<file path="src/rtl/core/fcsu_pkg.sv">
// ----------------------------------------------------------------------------
// Four-channel sound unit package
// Shared widths, constants and the front-to-back word type.
// ----------------------------------------------------------------------------
package fcsu_pkg;

   localparam int TICKS_PER_SAMPLE = 16;
   localparam int TickWidth = $clog2(TICKS_PER_SAMPLE);
   localparam int QueueDepth = 4;
   localparam int QueuePtrWidth = $clog2(QueueDepth);

   localparam logic [5:0] AddrNr52 = 6'd22;

   // One classified word handed from the front to the back.
   typedef struct packed {
      logic       is_write;
      logic       emit;
      logic [5:0] addr;
      logic [7:0] data;
      logic [7:0] div_value;
   } op_type;

   typedef struct packed {
      logic signed [14:0] left_sample;
      logic signed [14:0] right_sample;
      logic [3:0]         active_channels;
   } result_type;

endpackage

</file>
<file path="src/rtl/core/four_channel_sound_unit_top.sv">
// ----------------------------------------------------------------------------
// Four-channel sound unit
//
// Channel  Direction  Contents
// req      in         tick or register / wave RAM write word
// rsp      out        mixed stereo sample every sixteenth tick
//
// The back end takes a word per cycle; an emitting word waits for a free result slot.
// A four-entry queue parts the front end from the back end; the result
// register holds a sample while the back end keeps working until it must emit.
// Reset is synchronous and clears all sound state.
// ----------------------------------------------------------------------------
module four_channel_sound_unit_top (
   input  logic        clock,
   input  logic        reset,
   input  logic        req_tvalid,
   output logic        req_tready,
   input  logic [7:0]  req_tuser,  // [0] mode
   input  logic [23:0] req_tdata,  // [5:0] reg_addr, [13:6] reg_data, [21:14] div_value
   output logic        rsp_tvalid,
   input  logic        rsp_tready,
   output logic [39:0] rsp_tdata   // [14:0] left, [29:15] right, [33:30] active
);
   import fcsu_pkg::*;

   logic       op_valid, op_ready;
   op_type     op;
   result_type res;

   fcsu_front u_front (
      .clock(clock), .reset(reset),
      .in_valid(req_tvalid), .in_ready(req_tready),
      .in_mode(req_tuser[0]), .in_addr(req_tdata[5:0]),
      .in_data(req_tdata[13:6]), .in_div(req_tdata[21:14]),
      .op_valid(op_valid), .op_ready(op_ready), .op(op)
   );

   fcsu_back u_back (
      .clock(clock), .reset(reset),
      .op_valid(op_valid), .op_ready(op_ready), .op(op),
      .res_valid(rsp_tvalid), .res_ready(rsp_tready), .res(res)
   );

   assign rsp_tdata = {6'd0, res.active_channels, res.right_sample, res.left_sample};

endmodule

</file>
<file path="src/rtl/core/fcsu_front.sv">
// ----------------------------------------------------------------------------
// Four-channel sound unit front end
// Accepts words, counts ticks, marks sample ticks and queues operations.
// ----------------------------------------------------------------------------
module fcsu_front (
   input  logic            clock,
   input  logic            reset,
   input  logic            in_valid,
   output logic            in_ready,
   input  logic            in_mode,
   input  logic [5:0]      in_addr,
   input  logic [7:0]      in_data,
   input  logic [7:0]      in_div,
   output logic            op_valid,
   input  logic            op_ready,
   output fcsu_pkg::op_type op
);
   import fcsu_pkg::*;

   logic [TickWidth-1:0]     tick_ff, tick_in;
   op_type                   queue_ff [QueueDepth];
   logic [QueuePtrWidth-1:0] wr_ff, rd_ff;
   logic [QueuePtrWidth:0]   count_ff;
   logic                     push, pop;
   op_type                   word;

   assign in_ready = (count_ff != QueueDepth[QueuePtrWidth:0]);
   assign push = in_valid && in_ready;
   assign op_valid = (count_ff != '0);
   assign pop = op_valid && op_ready;
   assign op = queue_ff[rd_ff];

   always_comb begin
      tick_in = tick_ff;
      if (!in_mode) begin
         tick_in = (tick_ff == TickWidth'(TICKS_PER_SAMPLE - 1)) ? '0 : tick_ff + 1'b1;
      end
      word.is_write = in_mode;
      word.emit = !in_mode && (tick_in == '0);
      word.addr = in_addr;
      word.data = in_data;
      word.div_value = in_div;
   end

   always_ff @(posedge clock) begin
      if (reset) begin
         tick_ff <= '0;
         wr_ff <= '0;
         rd_ff <= '0;
         count_ff <= '0;
      end else begin
         if (push) begin
            tick_ff <= tick_in;
            wr_ff <= wr_ff + 1'b1;
         end
         if (pop) begin
            rd_ff <= rd_ff + 1'b1;
         end
         count_ff <= count_ff + (QueuePtrWidth+1)'(push) - (QueuePtrWidth+1)'(pop);
      end
   end

   always_ff @(posedge clock) begin
      if (push) begin
         queue_ff[wr_ff] <= word;
      end
   end

endmodule

</file>
<file path="src/rtl/core/fcsu_back.sv">
// ----------------------------------------------------------------------------
// Four-channel sound unit back end
// Runs register writes and channel ticks; mixes a sample on marked ticks.
// ----------------------------------------------------------------------------
module fcsu_back (
   input  logic                 clock,
   input  logic                 reset,
   input  logic                 op_valid,
   output logic                 op_ready,
   input  fcsu_pkg::op_type     op,
   output logic                 res_valid,
   input  logic                 res_ready,
   output fcsu_pkg::result_type res
);
   import fcsu_pkg::*;

   logic [7:0]  regs_ff [23];
   logic [7:0]  wave_ff [16];
   logic [3:0]  on_ff, pend_ff;
   logic [2:0]  dac_ff;
   logic [15:0] per_ff [4];
   logic [7:0]  pos_ff [4];
   logic [7:0]  env_ff [3];
   logic [7:0]  sweep_ff, frame_ff, lastdiv_ff;
   logic [14:0] lfsr_ff;
   logic [1:0]  pre_ff;
   logic        res_valid_ff;
   result_type  res_ff;

   logic [7:0]  regs_in [23];
   logic [7:0]  wave_in [16];
   logic [3:0]  on_in, pend_in;
   logic [2:0]  dac_in;
   logic [15:0] per_in [4];
   logic [7:0]  pos_in [4];
   logic [7:0]  env_in [3];
   logic [7:0]  sweep_in, frame_in;
   logic [14:0] lfsr_in;
   logic [1:0]  pre_in;

   logic        fire;
   logic        power;
   logic [10:0] p0, p1, p2, sp;
   logic [11:0] sn;
   logic [10:0] sd;
   logic [15:0] lim;
   logic [19:0] limw;
   logic        fb;
   logic [2:0]  pace, slope;
   logic [3:0]  vol;
   logic [2:0]  epace;
   logic signed [9:0] c [4];
   logic signed [11:0] lsum, rsum;
   logic signed [15:0] lmix, rmix;
   logic [4:0]  ws;
   logic [7:0]  wb;
   logic signed [5:0] wv;
   logic [2:0]  ps;
   logic signed [6:0] pv;
   logic        hi;
   logic [7:0]  lr, ln;
   logic [7:0]  lmask;
   int          er, lreg, creg;

   assign fire = op_valid && op_ready;
   // Only a word that emits a sample has to wait for the result register.
   assign op_ready = !res_valid_ff || res_ready || !op.emit;
   assign res_valid = res_valid_ff;
   assign res = res_ff;
   assign power = regs_ff[22][7];

   always_comb begin
      regs_in = regs_ff; wave_in = wave_ff; on_in = on_ff; pend_in = pend_ff;
      dac_in = dac_ff; per_in = per_ff; pos_in = pos_ff; env_in = env_ff;
      sweep_in = sweep_ff; frame_in = frame_ff; lfsr_in = lfsr_ff; pre_in = pre_ff;
      p0 = '0; p1 = '0; p2 = '0; sp = '0; sn = '0; sd = '0; lim = '0; limw = '0;
      fb = 1'b0; pace = '0; slope = '0; vol = '0; epace = '0;
      lr = '0; ln = '0; lmask = '0; er = 0; lreg = 0; creg = 0;
      if (op.is_write) begin
         if (op.addr >= 6'd32 && op.addr < 6'd48) begin
            wave_in[op.addr[3:0]] = op.data;
         end else if (op.addr == AddrNr52) begin
            if (!op.data[7] && power) begin
               for (int i = 0; i < 22; i++) regs_in[i] = '0;
               on_in = '0; pend_in = '0; dac_in = '0;
            end
            regs_in[22] = {op.data[7], 7'd0};
         end else if (op.addr <= 6'd21 && op.addr != 6'd5 && op.addr != 6'd15 && power) begin
            if (op.addr == 6'd4 || op.addr == 6'd9 || op.addr == 6'd14 || op.addr == 6'd19) begin
               regs_in[op.addr[4:0]] = {1'b0, op.data[6:0]};
               if (op.data[7]) begin
                  pend_in[op.addr == 6'd4 ? 0 : op.addr == 6'd9 ? 1 : op.addr == 6'd14 ? 2 : 3]
                     = 1'b1;
               end
            end else begin
               regs_in[op.addr[4:0]] = op.data;
               if (op.addr == 6'd2 || op.addr == 6'd7 || op.addr == 6'd17) begin
                  if (op.data[7:3] != '0) begin
                     dac_in[op.addr == 6'd2 ? 0 : op.addr == 6'd7 ? 1 : 2] = 1'b1;
                  end else begin
                     dac_in[op.addr == 6'd2 ? 0 : op.addr == 6'd7 ? 1 : 2] = 1'b0;
                     on_in[op.addr == 6'd2 ? 0 : op.addr == 6'd7 ? 1 : 3] = 1'b0;
                  end
               end
               if (op.addr == 6'd10 && !op.data[7]) on_in[2] = 1'b0;
            end
         end
      end else begin
         pre_in = pre_ff + 1'b1;
         if (power) begin
            p0 = {regs_ff[4][2:0], regs_ff[3]};
            p1 = {regs_ff[9][2:0], regs_ff[8]};
            p2 = {regs_ff[14][2:0], regs_ff[13]};
            if (pend_in[0] && dac_in[0]) begin
               pend_in[0] = 1'b0; on_in[0] = 1'b1; per_in[0] = {5'd0, p0};
            end
            if (pend_in[1] && dac_in[1]) begin
               pend_in[1] = 1'b0; on_in[1] = 1'b1; per_in[1] = {5'd0, p1};
            end
            if (pend_in[2] && regs_ff[10][7]) begin
               pend_in[2] = 1'b0; on_in[2] = 1'b1; pos_in[2] = '0; per_in[2] = {5'd0, p2};
            end
            if (pend_in[3] && dac_in[2]) begin
               pend_in[3] = 1'b0; on_in[3] = 1'b1; pos_in[3] = '0; per_in[3] = '0;
               lfsr_in = 15'h7fff;
            end
            if (on_in[0]) begin
               per_in[0] = per_in[0] + 16'd1;
               if (per_in[0] >= 16'd2048) begin
                  per_in[0] = {5'd0, p0}; pos_in[0] = pos_in[0] + 8'd1;
               end
            end
            if (on_in[1]) begin
               per_in[1] = per_in[1] + 16'd1;
               if (per_in[1] >= 16'd2048) begin
                  per_in[1] = {5'd0, p1}; pos_in[1] = pos_in[1] + 8'd1;
               end
            end
            if (on_in[2]) begin
               per_in[2] = per_in[2] + 16'd2;
               if (per_in[2] >= 16'd2048) begin
                  per_in[2] = per_in[2] - 16'd2048 + {5'd0, p2};
                  pos_in[2] = {3'd0, pos_in[2][4:0] + 5'd1};
               end
            end
            if (on_in[3] && pre_ff == 2'd3) begin
               limw = 20'd1 << regs_ff[18][7:4];
               if (regs_ff[18][2:0] != '0) limw = limw * {17'd0, regs_ff[18][2:0]};
               else limw = limw >> 1;
               lim = limw[15:0];
               per_in[3] = per_in[3] + 16'd1;
               if (per_in[3] >= lim) begin
                  fb = lfsr_in[0] ^ lfsr_in[1];
                  per_in[3] = '0;
                  lfsr_in = {fb, lfsr_in[14:1]};
                  if (regs_ff[18][3]) lfsr_in[6] = fb;
                  pos_in[3] = {7'd0, ~lfsr_in[0]};
               end
            end
            if (lastdiv_ff[4] && !op.div_value[4]) begin
               frame_in = frame_ff + 8'd1;
               if (!frame_in[0]) begin
                  for (int k = 0; k < 4; k++) begin
                     lreg = (k == 0) ? 1 : (k == 1) ? 6 : (k == 2) ? 11 : 16;
                     creg = lreg + 3;
                     lmask = (k == 2) ? 8'hff : 8'h3f;
                     if (regs_in[creg][6] && on_in[k]) begin
                        lr = regs_in[lreg];
                        ln = (lr + 8'd1) & lmask;
                        regs_in[lreg] = (lr & ~lmask) | ln;
                        if (ln == '0) on_in[k] = 1'b0;
                     end
                  end
               end
               if (frame_in[1:0] == 2'd0) begin
                  pace = regs_in[0][6:4];
                  slope = regs_in[0][2:0];
                  sweep_in = sweep_ff + 8'd1;
                  if (sweep_in >= {5'd0, pace}) begin
                     sweep_in = '0;
                     if (pace != '0) begin
                        sp = {regs_in[4][2:0], regs_in[3]};
                        sd = sp >> slope;
                        sn = regs_in[0][3] ? {1'b0, sp} - {1'b0, sd} : {1'b0, sp} + {1'b0, sd};
                        if (sn > 12'h7ff) on_in[0] = 1'b0;
                        else if (slope != '0) begin
                           regs_in[3] = sn[7:0];
                           regs_in[4] = {regs_in[4][7:3], sn[10:8]};
                        end
                     end
                  end
               end
               if (frame_in[2:0] == 3'd0) begin
                  for (int e = 0; e < 3; e++) begin
                     er = (e == 0) ? 2 : (e == 1) ? 7 : 17;
                     epace = regs_in[er][2:0];
                     vol = regs_in[er][7:4];
                     if (epace != '0) begin
                        env_in[e] = env_ff[e] + 8'd1;
                        if (env_in[e] >= {5'd0, epace}) begin
                           env_in[e] = '0;
                           if (regs_in[er][3]) begin
                              if (vol < 4'd15) vol = vol + 4'd1;
                           end else if (vol != '0) vol = vol - 4'd1;
                           regs_in[er] = {vol, regs_in[er][3:0]};
                        end
                     end
                  end
               end
            end
         end
      end
   end

   // Mixing from the post-tick state.
   always_comb begin
      for (int k = 0; k < 2; k++) begin
         c[k] = '0;
      end
      c[2] = '0; c[3] = '0;
      ws = pos_in[2][4:0];
      wb = wave_in[ws[4:1]];
      wv = $signed({2'b00, ws[0] ? wb[3:0] : wb[7:4]}) - 6'sd8;
      case (regs_in[12][6:5])
         2'd0: wv = '0;
         2'd2: wv = wv / 2;
         2'd3: wv = wv / 4;
         default: wv = wv;
      endcase
      ps = '0; pv = '0; hi = 1'b0;
      if (regs_in[22][7]) begin
         for (int k = 0; k < 2; k++) begin
            ps = pos_in[k][2:0];
            case (regs_in[k == 0 ? 1 : 6][7:6])
               2'd0: hi = (ps != '0);
               2'd2: hi = (ps < 3'd4);
               default: hi = (ps < 3'd2);
            endcase
            pv = hi ? 7'sd32 : -7'sd32;
            if (on_in[k]) c[k] = 10'(pv * $signed({1'b0, regs_in[k == 0 ? 2 : 7][7:4]}));
         end
         if (on_in[2]) c[2] = 10'(wv * 7'sd32);
         if (on_in[3]) begin
            pv = (pos_in[3] != '0) ? 7'sd32 : -7'sd32;
            c[3] = 10'(pv * $signed({1'b0, regs_in[17][7:4]}));
         end
      end
      lsum = '0; rsum = '0;
      for (int k = 0; k < 4; k++) begin
         if (regs_in[21][k+4]) lsum = lsum + 12'(c[k]);
         if (regs_in[21][k]) rsum = rsum + 12'(c[k]);
      end
      lmix = 16'(lsum * $signed({2'b00, regs_in[20][6:4]} + 5'sd1));
      rmix = 16'(rsum * $signed({2'b00, regs_in[20][2:0]} + 5'sd1));
   end

   always_ff @(posedge clock) begin
      if (reset) begin
         for (int i = 0; i < 23; i++) regs_ff[i] <= '0;
         for (int i = 0; i < 16; i++) wave_ff[i] <= '0;
         for (int i = 0; i < 4; i++) begin
            per_ff[i] <= '0; pos_ff[i] <= '0;
         end
         for (int i = 0; i < 3; i++) env_ff[i] <= '0;
         on_ff <= '0; pend_ff <= '0; dac_ff <= '0;
         sweep_ff <= '0; frame_ff <= '0; lastdiv_ff <= '0;
         lfsr_ff <= 15'h7fff; pre_ff <= '0;
         res_valid_ff <= 1'b0;
      end else begin
         if (fire) begin
            regs_ff <= regs_in; wave_ff <= wave_in; on_ff <= on_in; pend_ff <= pend_in;
            dac_ff <= dac_in; per_ff <= per_in; pos_ff <= pos_in; env_ff <= env_in;
            sweep_ff <= sweep_in; frame_ff <= frame_in; lfsr_ff <= lfsr_in; pre_ff <= pre_in;
            if (!op.is_write && power) lastdiv_ff <= op.div_value;
         end
         if (fire && op.emit) res_valid_ff <= 1'b1;
         else if (res_ready) res_valid_ff <= 1'b0;
      end
   end

   always_ff @(posedge clock) begin
      if (fire && op.emit) begin
         res_ff.left_sample <= lmix[14:0];
         res_ff.right_sample <= rmix[14:0];
         res_ff.active_channels <= on_in;
      end
   end

endmodule

</file>
<file path="config.mk">
export PLATFORM = sky130hd
export DESIGN_NAME = four_channel_sound_unit_top
export DESIGN_NICKNAME = d
export VERILOG_FILES = /design/src/rtl/core/fcsu_pkg.sv /design/src/rtl/core/four_channel_sound_unit_top.sv /design/src/rtl/core/fcsu_front.sv /design/src/rtl/core/fcsu_back.sv
export SDC_FILE = /design/constraint.sdc
export NUM_CORES = 2
export LEC_CHECK = 0
export BUFFER_PORTS_ARGS = -buffer_cell sky130_fd_sc_hd__clkbuf_2
export CAP_MARGIN = 20
export CORE_MARGIN = 2
export CORE_UTILIZATION = 25
export CTS_CLUSTER_DIAMETER = 60
export CTS_CLUSTER_SIZE = 24
export DETAILED_ROUTE_END_ITERATION = 12
export SYNTH_ARGS = -nofsm -noshare
export SYNTH_HDL_FRONTEND = slang
export SYNTH_SLANG_ARGS = --single-unit
</file>
<file path="constraint.sdc">
create_clock -name clock -period 14.98 [get_ports clock]
set_input_delay 0.749 -clock clock [delete_from_list [all_inputs] [get_ports clock]]
set_output_delay 0.749 -clock clock [all_outputs]
set_load 0.02 [all_outputs]
</file>
## After elaboration in Yosys (flattened, before gate mapping)

Memories as Yosys holds them, arrays and structs flattened. A register that Yosys moved wholly into a read port is not among the register bits.
Cells that the tools add are included.

| operators by class | value |
|---|---|
| $add $sub $neg | 43 |
| $mul | 6 |
| $lt $le $gt $ge | 30 |
| equal/unequal tests | 27 |
| shifts and indexed selects | 2 |
| mux-type cells | 208 |
| bitwise gates (word level) | 18 |
| reductions and logical operators | 103 |

Operator list:

| operator | number |
|---|---|
| two-way mux 16 bit | 35 |
| two-way mux 184 bit | 3 |
| bitwise mux 184 bit | 2 |
| two-way mux 176 bit | 2 |
| two-way mux 8 bit | 38 |
| two-way mux 128 bit | 2 |
| two-way mux 32 bit | 7 |
| bitwise mux 128 bit | 1 |
| two-way mux 4 bit | 31 |
| two-way mux 12 bit | 9 |
| >= comparator 32 x 1 -> 1 bit, second input constant | 3 |
| < comparator 32 x 4 -> 1 bit, second input constant | 3 |
| two-way mux 15 bit | 5 |
| adder 12 x 10 -> 12 bit | 6 |
| adder 8 x 1 -> 8 bit, second input constant | 8 |
| AND reduction 8 bit | 8 |
| two-way mux 27 bit | 2 |
| adder 16 x 1 -> 16 bit, second input constant | 3 |
| >= comparator 16 x 12 -> 1 bit, second input constant | 3 |
| demux 8 bit (select 5 bit) | 1 |
| two-way mux 1 bit | 40 |
| two-way mux 10 bit | 4 |
| two-way mux 40 bit | 1 |
| nonzero test 2 bit | 17 |
| other kinds (84) | 203 |

| word-level totals | value |
|---|---|
| bits in registers | 527 |
| memory bits (writable) | 96 |
| output and inout port bits | 42 |
| memories kept | 1 |

Memory list:

| memory | depth | bits a word | read ports | clocked after Yosys merged registers in | write ports | RTL line | source |
|---|---|---|---|---|---|---|---|
| u_front.queue_ff | 4 | 24 | 1 | 1 | 1 | fcsu_front.sv:21 | `op_type queue_ff [QueueDepth];` |

## Longest topological paths before layout

| logic depth | value |
|---|---|
| word-level depth | 33 |
| depth in mapped cells | 59 |

## By module

From an unflattened synthesis, not the netlist that was laid out.

| second synthesis, totals | value |
|---|---|
| cells, all modules | 4,285 |
| area, all modules | 35,126.2 µm² |

Modules (own cells, without submodules):

| module | instances | cells each | area each (µm²) |
|---|---|---|---|
| fcsu_back | 1 | 4,076 | 30,884.6 |
| fcsu_front | 1 | 202 | 4,192.8 |
| four_channel_sound_unit_top | 1 | 7 | 48.8 |

## Least setup slack after synthesis

OpenSTA, ideal clock, no wires.

| timing | value |
|---|---|
| path kind | register -> register |
| from | reg u_back.regs_ff[36] (netlist name) |
| to | reg u_back.res_ff (netlist bit u_back.res[18]) (data pin) |
| library setup time | 0.258 ns |
| arrival | 11.086 ns |
| data required time | 14.722 ns |
| slack | 3.637 ns |
| cell stages (with the launch flop) | 55 |
| buffers on the path | 1 |
| clock period less this slack | 11.343 ns |
| cells stage by stage | dfxtp_1 > buf_1 > nand2_1 > nor3_1 > nand2_1 > fa_1 > inv_1 > ha_1 > a21o_1 > a21oi_1 > o21ai_0 > a21oi_1 > o21ai_0 > a21oi_1 > o21bai_1 > a21oi_1 > o21bai_1 > a21o_1 > (+19 left out) > ha_1 > a21o_1 > a21oi_1 > nor2b_1 > a21o_1 > xnor2_1 > or4_4 > nand2_1 > nor2_1 > ha_1 > inv_1 > fa_1 > inv_1 > fa_1 > ha_1 > a21oi_1 > xnor2_1 > xnor2_1 |

| between the ends | value |
|---|---|
| longest elaborated chain between the ends | 19 |

RTL lines:

| what | RTL line | source |
|---|---|---|
| from (decl) | fcsu_back.sv:17 | `logic [7:0] regs_ff [23];` |
| from (signal assigned) | fcsu_back.sv:271 | `regs_ff <= regs_in; wave_ff <= wave_in; on_ff <= on_in; pend_ff <= pend_in;` |
| << shifter 1 x 4 -> 20 bit * | fcsu_back.sv:147 | `limw = 20'd1 << regs_ff[18][7:4];` |
| multiplier 20 x 3 -> 16 bit | fcsu_back.sv:148 | `if (regs_ff[18][2:0] != '0) limw = limw * {17'd0, regs_ff[18][2:0]};` |
| two-way mux 16 bit * | fcsu_back.sv:148 |  |
| two-way mux 16 bit * | fcsu_back.sv:146 | `if (on_in[3] && pre_ff == 2'd3) begin` |
| two-way mux 16 bit * | fcsu_back.sv:110 | `if (power) begin` |
| two-way mux 16 bit * | fcsu_back.sv:79 | `if (op.is_write) begin` |
| >= comparator 16 bit * | fcsu_back.sv:152 | `if (per_in[3] >= lim) begin` |
| two-way mux 8 bit * | fcsu_back.sv:152 |  |
| (+4 left out) | -- |  |
| two-way mux 7 bit * | fcsu_back.sv:244 | `pv = (pos_in[3] != '0) ? 7'sd32 : -7'sd32;` |
| multiplier 7 x 5 -> 10 bit * | fcsu_back.sv:245 | `c[3] = 10'(pv * $signed({1'b0, regs_in[17][7:4]}));` |
| two-way mux 10 bit * | fcsu_back.sv:243 | `if (on_in[3]) begin` |
| two-way mux 40 bit * | fcsu_back.sv:231 | `if (regs_in[22][7]) begin` |
| adder 12 x 10 -> 12 bit * | fcsu_back.sv:251 | `if (regs_in[21][k]) rsum = rsum + 12'(c[k]);` |
| two-way mux 12 bit * | fcsu_back.sv:251 |  |
| multiplier 12 x 5 -> 15 bit * | fcsu_back.sv:254 | `rmix = 16'(rsum * $signed({2'b00, regs_in[20][2:0]} + 5'sd1));` |
| via u_back.rmix[14] | fcsu_back.sv:54 | `logic signed [15:0] lmix, rmix;` |
| to (decl) | fcsu_back.sv:28 | `result_type res_ff;` |

Mark *: on every way through the listed nets, which the timed path passes. The rest lies on a longest branch. The select of a mux whose other input is x is not followed.
A chain may end at the register's enable or synchronous reset.

## Worst setup path in the final report

| timing | value |
|---|---|
| from | reg u_back.pend_ff[2] |
| to | reg u_back.res_ff (netlist bit u_back.res[18]) (data pin) |

| between the ends | value |
|---|---|
| longest elaborated chain between the ends | 27 |
| elaborated cells between the ends (all ways) | 43 |

RTL lines:

| what | RTL line | source |
|---|---|---|
| from (decl) | fcsu_back.sv:19 | `logic [3:0] on_ff, pend_ff;` |
| from (signal assigned) | fcsu_back.sv:271 |  |
| logical AND 1 bit * | fcsu_back.sv:120 | `if (pend_in[2] && regs_ff[10][7]) begin` |
| two-way mux 16 bit | fcsu_back.sv:120 |  |
| two-way mux 16 bit | fcsu_back.sv:110 |  |
| two-way mux 16 bit | fcsu_back.sv:79 |  |
| adder 16 x 2 -> 16 bit | fcsu_back.sv:140 | `per_in[2] = per_in[2] + 16'd2;` |
| >= comparator 16 x 12 -> 1 bit | fcsu_back.sv:141 | `if (per_in[2] >= 16'd2048) begin` |
| two-way mux 8 bit | fcsu_back.sv:141 |  |
| two-way mux 8 bit | fcsu_back.sv:139 | `if (on_in[2]) begin` |
| (+12 left out) | -- |  |
| two-way mux 10 bit * | fcsu_back.sv:242 | `if (on_in[2]) c[2] = 10'(wv * 7'sd32);` |
| two-way mux 40 bit * | fcsu_back.sv:231 |  |
| adder 12 x 10 -> 12 bit * | fcsu_back.sv:251 |  |
| two-way mux 12 bit * | fcsu_back.sv:251 |  |
| adder 12 x 10 -> 12 bit | fcsu_back.sv:251 |  |
| two-way mux 12 bit * | fcsu_back.sv:251 |  |
| multiplier 12 x 5 -> 15 bit * | fcsu_back.sv:254 |  |
| via u_back.rmix[14] | fcsu_back.sv:54 |  |

Marked as above.

==> reports/metrics.csv <==
metric;value;unit
Final ANT Viol Nets;0;
H-tree levels;2;
Final Core Density;27.9;%
Initial Util;25.1;%
row cnt;136;
Synth Cell Area;0.0345;mm²
die height;376;µm
met1 Use GR;19.8;%
min Tclk post-route;12.73;ns
Syn Inst Count;4290;
Slew @ Worst Pin;1.23;ns
largest net degree at the start of global routing;206;
R2R Setup Slk;2.25;ns
worst stage delay on the critical path;0.76;ns
RSZ-0062 raised after global routing;no;
CP Buf/Inv Count;5;
crit path DAT;13.13;ns
EDFF count, synth;92;
register bit total from synthesis;505;
Nets;4464;
hold crit path type;in -> reg;
Synth async-reset ratio;0;%
Setup crit start;u_back.pend_ff[2];
register area share after synthesis;32.0;%
first-pass GRT wire length;163000;µm
Critical Path Sink;u_back.res[18];
clk_lat worst skew;0.67;ns
CTS tree;yes;
reg2reg start;u_back.pend_ff[2];
status;completed;
CP most frequent cell;ha_1;
most crowded layer after global routing;met2;
Final Power;0.00563;W
GR Util All Layers;14.1;%
Post-synth top flop;dfxtp_1;
GRT met2 Usage;22.0;%
DRC;0;
setup_tns;0;ns
Pleak;14.0;nW
Worst slew margin;17.8;%
root buf cell;clkbuf_16;
most common cell after layout, fill and taps aside;nor2_1;
crit start category;flop;
Inst Count DP;5929;
vias in the first global route;29200;
Synth area leaders;dfxtp_1 (24%), edfxtp_1 (8.0%), ha_1 (6.8%), nor2_1 (6.1%), nand2_1 (5.5%);
largest area contributor in the netlist;dfxtp_1;
Iter 0 DRT Violations;3000;
Worst R2R End;u_back.res[18];
# clock sinks;505;
DR vias/cell;5.21;
maximum clock rate;78.6;MHz
drt pass-1 iters;9;
Critical Path Stages;48;
final count of negative-setup-slack endpoints;0;
power per cell area;147;mW/mm²
clock skew;0.0558;ns
Routed WL per cell;17.2;µm
period utilisation layout;85.0;%
PortBufs;45;
antenna diode count;0;
Horiz. Die Dim;376;µm
CTS Buffer Depth;3;
GP Congestion;0.904;
post-CTS setup buffer count;0;
share of layout cells above drive strength 1;8.04;%
Routed WL;103000;µm
core footprint;0.137;mm²
final max-slew violation count;0;
crit-path max FO;32;
maximum VDD drop;0.0994;mV
clk slew on worst S/H paths;0.09;ns
crit end category;flop;
routed vias;31400;
most frequent cells in the layout;nor2_1 (562), nand2_1 (504), dfxtp_1 (413);
R2R depth;48;
die area;0.141;mm²
number of synthesis warnings;0;
Max-cap violations;0;
Num CTS Buffers;49;
worst path required time;15.39;ns
Crit Path Class;reg -> reg;
total grt overflow;0;
final hold violation count;0;
cell family with most CP delay;compound AO/OA/AOI/OAI gates;
GR Util met3;2.31;%
Yosys top cell area share;23.9;%
syn_area_per_cell;8.05;µm²
slowest stage cell, crit path;o21ai_0;
Post-CTS Resized;0;
io pins;78;
hold-fix buffers at CTS;0;
hpwl dp;71400;µm
Area Overhead vs Synth;10.9;%
Yosys cell types;124;
initial antenna violation count;1;
post-route insts no fill;6023;
[state kept, by name, indices dropped and copies added, names as in the netlist, named ones only]
name	count
u_front.tick_ff	4
u_back.wave_ff	128
u_front.queue_ff	68
u_back.per_ff	64
u_back.dac_ff	3
u_back.pend_ff	4
u_back.pos_ff	19
u_front.count_ff	3
u_back.power	1
u_back.res	24
u_back.pre_ff	2
u_back.regs_ff	123
u_back.on_ff	4
u_back.lfsr_ff	15
u_front.rd_ff	2
u_front.wr_ff	2
u_back.env_ff	24
u_back.lastdiv_ff	1
u_back.sweep_ff	8
u_back.res_valid	1
u_back.frame_ff	3
[cells in the mapped netlist, types with 92 or more instances]
cell type and n:
nor2_1 563, nand2_1 504, dfxtp_1 413, a21oi_1 360, clkbuf_1 210, inv_1 192, ha_1 187, o21ai_0 184
nand3_1 117, nor3_1 110, a211oi_1 96, xnor2_1 94, edfxtp_1 92
[per-layer routing]
layer / share of wire (%) / up-vias
met3: 7.5 / 187
met4: 3.0 / 2
met5: 0.013 / -
met2: 44 / 1074
li1: - / 15100
met1: 46 / 15000
[how the worst min path moves through the flow]
stage / startpoint / slack [ns] / cells after the start / to
2_1_floorplan: u_back.pos_ff[3] / 0.43 / 1 / u_back.pos_ff[3]
3_3_place_gp: u_back.wave_ff[51] / 0.44 / 2 / u_back.wave_ff[51]
3_5_place_dp: u_back.wave_ff[119] / 0.44 / 2 / u_back.wave_ff[119]
4_1_cts: req_tdata[0] / 0.25 / 1 / u_front.queue_ff[2][16]
5_1_grt: req_tdata[13] / 0.27 / 1 / u_front.queue_ff[1][15]
6_report: req_tdata[0] / 0.29 / 1 / u_front.queue_ff[2][16]
[report_power, final]
group | switching, W | total [W] | internal, W
Clock | 0.000684 | 0.00142 | 0.000731
Combinational | 0.00181 | 0.00261 | 0.000808
Sequential | 0.0000778 | 0.00160 | 0.00152
[stage by stage]
step	cell area, µm²	hold slack, ns	setup WS (ns)
3_5_place_dp	36400	0.444	2.28
6_report	38300	0.293	2.25
3_3_place_gp	36400	0.440	2.37
4_1_cts	38300	0.253	2.26
5_1_grt	38300	0.274	1.30
2_1_floorplan	34600	0.430	3.64
[area by class of cell]
cell class              count  area (µm²)
clock buffers              51        1240
clock inverters            41         607
fillers                 14500       99000
inverters                 195         733
multi-input cells        3331       21700
flip-flops and latches    505       11000
well taps                1794        2240
repair buffers            106         706
[logic make-up after synthesis]
| group | Yosys count | share of synthesized area, % |
|---|---|---|
| flip-flops | 505 | 32.0 |
| AO/OA/AOI/OAI | 1157 | 22.3 |
| adder cells (fa/ha/maj) | 240 | 9.85 |
| XOR/XNOR | 161 | 4.11 |
| other | 1 | 0.0109 |
| multiplexers | 119 | 4.53 |
| buffers and inverters | 469 | 5.51 |
| AND/OR/NAND/NOR | 1638 | 21.7 |
Power figures use the tool's default switching activity.
